==> config.mk <==
export PLATFORM = sky130hd
export DESIGN_NAME = sld_select
export DESIGN_NICKNAME = d
export VERILOG_FILES = /design/src/sld_pkg.sv /design/src/sld_select.sv
export SDC_FILE = /design/constraint.sdc
export NUM_CORES = 1
export LEC_CHECK = 0
export BUFFER_PORTS_ARGS = -buffer_cell sky130_fd_sc_hd__buf_2
export CAP_MARGIN = 0
export CORE_AREA = 2 2 78 58
export CTS_CLUSTER_SIZE = 12
export DETAILED_ROUTE_END_ITERATION = 10
export DIE_AREA = 0 0 80 60
export PLACE_DENSITY_LB_ADDON = 0.12
export REMOVE_ABC_BUFFERS = 1
export SYNTH_ARGS = -nofsm -noshare
export SYNTH_HDL_FRONTEND = slang
export SYNTH_SLANG_ARGS = --single-unit
==> constraint.sdc <==
create_clock -name clk -period 10.05 [get_ports clk]
set_input_delay 0.5025 -clock clk [delete_from_list [all_inputs] [get_ports clk]]
set_output_delay 0.5025 -clock clk [all_outputs]
set_load 0.02 [all_outputs]
==> src/sld_pkg.sv <==
// Shared constants, types and helpers for the server load dispatcher.
package sld_pkg;

  // Server count and derived widths.
  localparam int SERVERS = 128;
  localparam int IDX_W   = $clog2(SERVERS);
  localparam int CNT_W   = $clog2(SERVERS + 1);
  localparam int CW      = 16;
  localparam logic [CW-1:0] COUNT_MAX = {CW{1'b1}};

  // Event codes.
  localparam logic [1:0] FUNC_DISPATCH = 2'd0;
  localparam logic [1:0] FUNC_START    = 2'd1;
  localparam logic [1:0] FUNC_DONE     = 2'd2;

  // Dispatch modes.
  localparam logic [2:0] MODE_RANDOM     = 3'd0;
  localparam logic [2:0] MODE_CYCLIC     = 3'd1;
  localparam logic [2:0] MODE_SCAN       = 3'd2;
  localparam logic [2:0] MODE_TWO_RANDOM = 3'd3;
  localparam logic [2:0] MODE_CYC_RANDOM = 3'd4;

  // Counts of one server.
  typedef struct packed {
    logic [CW-1:0] waiting;
    logic [CW-1:0] occupancy;
  } entry_t;

  // Control from the sequencer to the candidate compare unit.
  typedef struct packed {
    logic take;
    logic first;
    logic scan_rule;
  } sel_ctrl_t;

  // Reduce a 7-bit index field modulo the server count.
  function automatic logic [IDX_W-1:0] wrap_idx(input logic [6:0] v);
    return IDX_W'(int'(v) % SERVERS);
  endfunction

endpackage

==> src/sld_select.sv <==
// Shared compare unit that keeps the current candidate server and its counts.
module sld_select import sld_pkg::*; (
  input  logic             clk,
  input  sel_ctrl_t        ctrl,
  input  logic [IDX_W-1:0] in_idx,
  input  entry_t           in_entry,
  output logic [IDX_W-1:0] cand_idx,
  output entry_t           cand_entry
);

  logic replace;

  // Decide whether the arriving server replaces the candidate.
  always_comb begin
    if (ctrl.first) begin
      replace = 1'b1;
    end else if (ctrl.scan_rule) begin
      replace = (in_entry.occupancy < cand_entry.occupancy) &&
                (in_entry.waiting < cand_entry.waiting);
    end else begin
      replace = !(cand_entry.occupancy < in_entry.occupancy);
    end
  end

  // Candidate register.
  always_ff @(posedge clk) begin
    if (ctrl.take && replace) begin
      cand_idx   <= in_idx;
      cand_entry <= in_entry;
    end
  end

endmodule
* Yosys cells after proc, flatten, opt, wreduce, memory -nomap -nowiden
Index checks and enable logic that the tools add are counted.
** Operators by class
- $lt $le $gt $ge :: 3
- Reductions and logical operators :: 3
- Multiplexer cells :: 2
** Operators by type and width (number)
- < comparator 16 bit :: 3
- logical AND 1 bit :: 2
- two-way mux 1 bit :: 2
- zero test 1 bit :: 1
** Word-level totals
- Input bits :: 43
- Output and inout bits :: 39
- Bits in registers :: 39
- Word-level logic and storage cells :: 11

* Depth between registers and ports, before layout
- Depth in word-level cells :: 5
- Mapped depth :: 7
- Depth with buffers taken out :: 7

* Least setup slack after synthesis
Ideal clock, no wire load.
- Path kind :: input -> register
- From :: input in_entry[29] (netlist bit)
- To :: register cand_entry[0] (netlist bit), enable pin
- Setup time :: 0.440 ns
- Stages on the path :: 6
- Arrival time :: 3.282 ns
- Setup slack :: 6.328 ns
- Data required time :: 9.610 ns
- Path buffers :: 0
- Cell sequence :: ha_1 -> a211oi_2 -> nor2_1 -> a2111oi_2 -> o22ai_1 -> o21ai_1
** On the way
- Longest elaborated chain between the ends :: 5
** Ends and longest elaborated chain
- start: declaration :: RTL line sld_select.sv:6 : input entry_t in_entry,
- < comparator 16 bit :: RTL line sld_select.sv:19 : (in_entry.waiting < cand_entry.waiting);
- logical AND 1 bit :: RTL line sld_select.sv:18 : replace = (in_entry.occupancy < cand_entry.occupancy) &&
- two-way mux 1 bit :: RTL line sld_select.sv:17 : end else if (ctrl.scan_rule) begin
- two-way mux 1 bit :: RTL line sld_select.sv:15 : if (ctrl.first) begin
- logical AND 1 bit :: RTL line sld_select.sv:27 : if (ctrl.take && replace) begin
- end signal: assignment :: RTL line sld_select.sv:29 : cand_entry <= in_entry;
- end: declaration :: RTL line sld_select.sv:8 : output entry_t cand_entry
Every way passes these cells.
A chain may end at the register's enable or synchronous reset.

* Final worst setup path
- From :: register cand_entry[1] (netlist bit)
- To :: register cand_entry[24] (netlist bit), enable pin
** On the way
- Longest elaborated chain between the ends :: 5
- Elaborated cells on any way between the ends :: 7
- Classes of those cells :: order compare: 2; mux: 2; reduce/logical: 3
** Ends and longest elaborated chain (RTL line)
- < comparator 16 bit (on tied branches) :: sld_select.sv:21, sld_select.sv:18
- zero test 1 bit or logical AND 1 bit (tied branches) :: sld_select.sv:21, sld_select.sv:18
- two-way mux 1 bit (*) :: sld_select.sv:17
- two-way mux 1 bit (*) :: sld_select.sv:15
- logical AND 1 bit (*) :: sld_select.sv:27
Mark *: on every way between the ends. The rest lies on a longest branch, timed or not.

==> summary.log <==
qor: finish.layout.cells.most_common sky130_fd_sc_hd__buf_2
qor: clocking.h-tree-depth 2
qor: timing.relSlewSlack 68.3%
qor: worst_hold_path.min_path_type input port to flip-flop
qor: timing.final_period_minus_worst_setup_slack 2.73 ns
qor: timing.setup_repair_after_global_routing_missed_its_margin no
qor: global_route.largest_net_degree_at_the_start_of_global_routing 27
qor: route.top_layer_used met4
qor: route.routedWlPerCell 12.2 um
qor: synth.synth_area_per_cell 13.0 um^2
qor: synth.post_synthesis_async_set_or_reset_flop_share 0%
qor: route.detailedRoute.firstIterationViolations 41
qor: route.drcViolationCount 0
qor: global_route.grt_antenna_before_repair 0
qor: clocking.clk_path_buf_depth 2
qor: global_route.first_global_vias 1,308
qor: finish.nets 314
qor: global_route.globalRouteTotalUtil 16.3%
qor: worst_setup_path.crit_path_capture_type flip-flop
qor: place.gp_routability_congestion 0.812
qor: finish.syn2layout_area_growth 30.8%
qor: worst_setup_path.cpMaxStageDelayCell sky130_fd_sc_hd__a2111oi_0
qor: place.io_buffer_count 81
qor: synth.ys.warnings.count 0
qor: timing.clock.fmax 0.366 GHz
qor: timing.setup_viol_count_final 0
qor: pwr.ir_worst_vdd 0.0979 mV
qor: clocking.cts-hold-fix-buffers 0
qor: timing.period_share 27.2%
qor: timing.fin_skew 0.00957 ns
qor: worst_setup_path.start_kind flip-flop
qor: finish.antenna_cells_inserted 0
qor: timing.finalMaxSlewViolations 0
qor: synth.ys.flop_type sky130_fd_sc_hd__edfxtp_1
qor: worst_setup_path.reg2reg_depth 7
qor: route.met3_length 323 um
qor: die.initial_core_util 47.8%
qor: clocking.path_clk_slew 0.08 ns
qor: run_status.run_status finished clean
qor: worst_setup_path.path_class flip-flop to flip-flop
qor: worst_setup_path.worstPathCellList ha_1, nor2b_1, o211ai_1, a2111oi_0, o31ai_1, o21ai_4, buf_4
qor: timing.worst_pin_slew 0.463 ns
qor: global_route.grt_overflow_total 0
qor: timing.postLayoutSetupSlackWorst 7.32 ns
qor: timing.timing_hold_violations_final 0
qor: finish.multi_input_gate_area 683 um^2
qor: timing.hold_ws 0.381 ns
qor: worst_setup_path.regToRegStartpoint cand_entry[1]$_DFFE_PP_
qor: clocking.post_cts_resized 0
qor: worst_setup_path.worstPathRequired 10.01 ns
qor: worst_setup_path.reg2reg_setup_slack 7.32 ns
qor: worst_hold_path.min_delay_path_depth 1
qor: die.ioPinCount 82
qor: finish.fraction_of_final_layout_cells_sized_beyond_drive_strength_1 38.6%
qor: worst_hold_path.critical_hold_path_startpoint in_idx[0]
qor: job.drv.max_cap_violation_count 0
qor: place.pre_cts_ws 7.09 ns
qor: route.antenna_violating_nets_post_route 0
qor: synth.synth_seq_area_share 59.7%
qor: clocking.tritoncts yes
qor: die.chipHeight 60 um
qor: worst_setup_path.critical_path_peak_fanout 26
qor: die.dieArea 4800 um^2
qor: finish.final-seq-area 1170 um^2
qor: synth.synth_seq_cells 39
qor: route.wirelength 3.62 mm
qor: clocking.numCtsBuffers 5
qor: global_route.global_route_wire_length_before_repair 5.72 mm
qor: worst_setup_path.critPathArrivalTime 2.69 ns
qor: synth.synth_edf_count 39
qor: route.vias_per_cell 4.69
qor: finish.layout_common_cells sky130_fd_sc_hd__buf_2 (81), sky130_fd_sc_hd__edfxtp_1 (39), sky130_fd_sc_hd__inv_1 (32), sky130_fd_sc_hd__ha_1 (31), sky130_fd_sc_hd__a21oi_1 (11)
qor: finish.count_of_filler_cells_inserted_in_the_layout 350
qor: worst_setup_path.critPathMaxStageDelay 0.46 ns
qor: pwr.total_power_per_unit_cell_area 160 nW/um^2
qor: clocking.postCtsSetupRepairBufs 0
qor: pwr.cellLeakagePower 1.25 nW
qor: synth.mappedNetlistArea 1960 um^2
qor: clocking.clock-root-buffer sky130_fd_sc_hd__clkbuf_8
qor: route.detailroute.wirelength.met2 1.49 mm
qor: synth.netlist-cell-type-count 24
qor: die.floorplan.die.width 80 um
qor: clocking.clock_sink_count 39
qor: route.wirelength_met1 1.75 mm
qor: worst_hold_path.timing.hold.worst_endpoint cand_idx[0]$_DFFE_PP_
qor: route.first_pass_iters 5
qor: die.floorplan.core_area 4100 um^2
qor: synth.synthCells 151
qor: place.dp.final_hpwl 2.93 mm
qor: die.fp-row-count 20
qor: timing.totalNegativeSetupSlack 0 ns
qor: route.num_vias 1,389
qor: clocking.clock_latency 0.29 ns
qor: worst_setup_path.r2r_end cand_entry[24]$_DFFE_PP_
## Yosys cell counts, drive strengths merged, types with 2 or more instances
cell type / n / area, um^2
a2111oi: 2 / 23.8
a21oi: 11 / 55.1
edfxtp: 39 / 1170
ha: 31 / 388
inv: 32 / 120
nand2: 6 / 22.5
nand3: 2 / 10.0
nand4: 5 / 31.3
nor2: 4 / 15.0
o21ai: 7 / 35.0
## per-layer routing
layer	track usage, %	up-vias
li1	-	728
met2	23.1	50
met5	0	-
met4	6.54	0
met1	22.3	603
met3	6.65	8
## sequential cells by signal, summed over array words and instances, names as in the netlist
signal / count
cand_entry: 32
cand_idx: 7
## kinds of logic after synthesis
group | synth area share, %
buf+inv | 6.12
fa+ha+maj | 19.8
flops | 59.7
compound gates | 8.41
simple gates | 6.06
## per-stage QoR
step	util [%]	total power [mW]	cells	area [um^2]
after global routing	62.6	0.434	296	2570
after global placement	59.8	0.287	288	2460
after detailed placement	59.8	0.287	288	2460
after floorplan	-	0.256	151	1960
final	62.6	0.411	296	2570
after CTS	62.6	0.416	296	2570
## power breakdown
| part | switching [mW] | internal (mW) | leakage (nW) | total [mW] |
|---|---|---|---|---|
| clock network | 0.0543 | 0.0739 | 0.0581 | 0.128 |
| logic | 0.0497 | 0.0308 | 0.822 | 0.0805 |
| registers | 0.00578 | 0.197 | 0.374 | 0.202 |
## critical path: cells and delay by family, from the launching register on
kind                     cells  cell delay, ns
AND/OR/NAND/NOR              1            0.13
flip-flops                   1            0.41
AO/OA/AOI/OAI                4            1.13
adder cells (fa/ha/maj)      1            0.31
buffers and inverters        1            0.41
## worst max path at each step
stage / from / to / slack, ns / cells after the start
global placement: in_entry[29] / cand_entry[24]$_DFFE_PP_ / 7.16 / 8
CTS: cand_entry[1]$_DFFE_PP_ / cand_entry[22]$_DFFE_PP_ / 7.31 / 7
floorplan: in_entry[29] / cand_entry[0]$_DFFE_PP_ / 6.33 / 6
finish: cand_entry[1]$_DFFE_PP_ / cand_entry[24]$_DFFE_PP_ / 7.32 / 7
detailed placement: in_entry[27] / cand_entry[13]$_DFFE_PP_ / 7.09 / 8
global route: cand_entry[7]$_DFFE_PP_ / cand_entry[25]$_DFFE_PP_ / 7.09 / 6
## layout make-up
class	count	share of cell area, %
Inverter	32	4.68
Sequential cell	39	45.6
Multi-Input combinational cell	80	26.6
Tap cell	55	2.68
Timing Repair Buffer	82	16.1
Clock inverter	3	1.70
Clock buffer	5	2.68
Note: power is estimated with default switching activity, not from simulation.
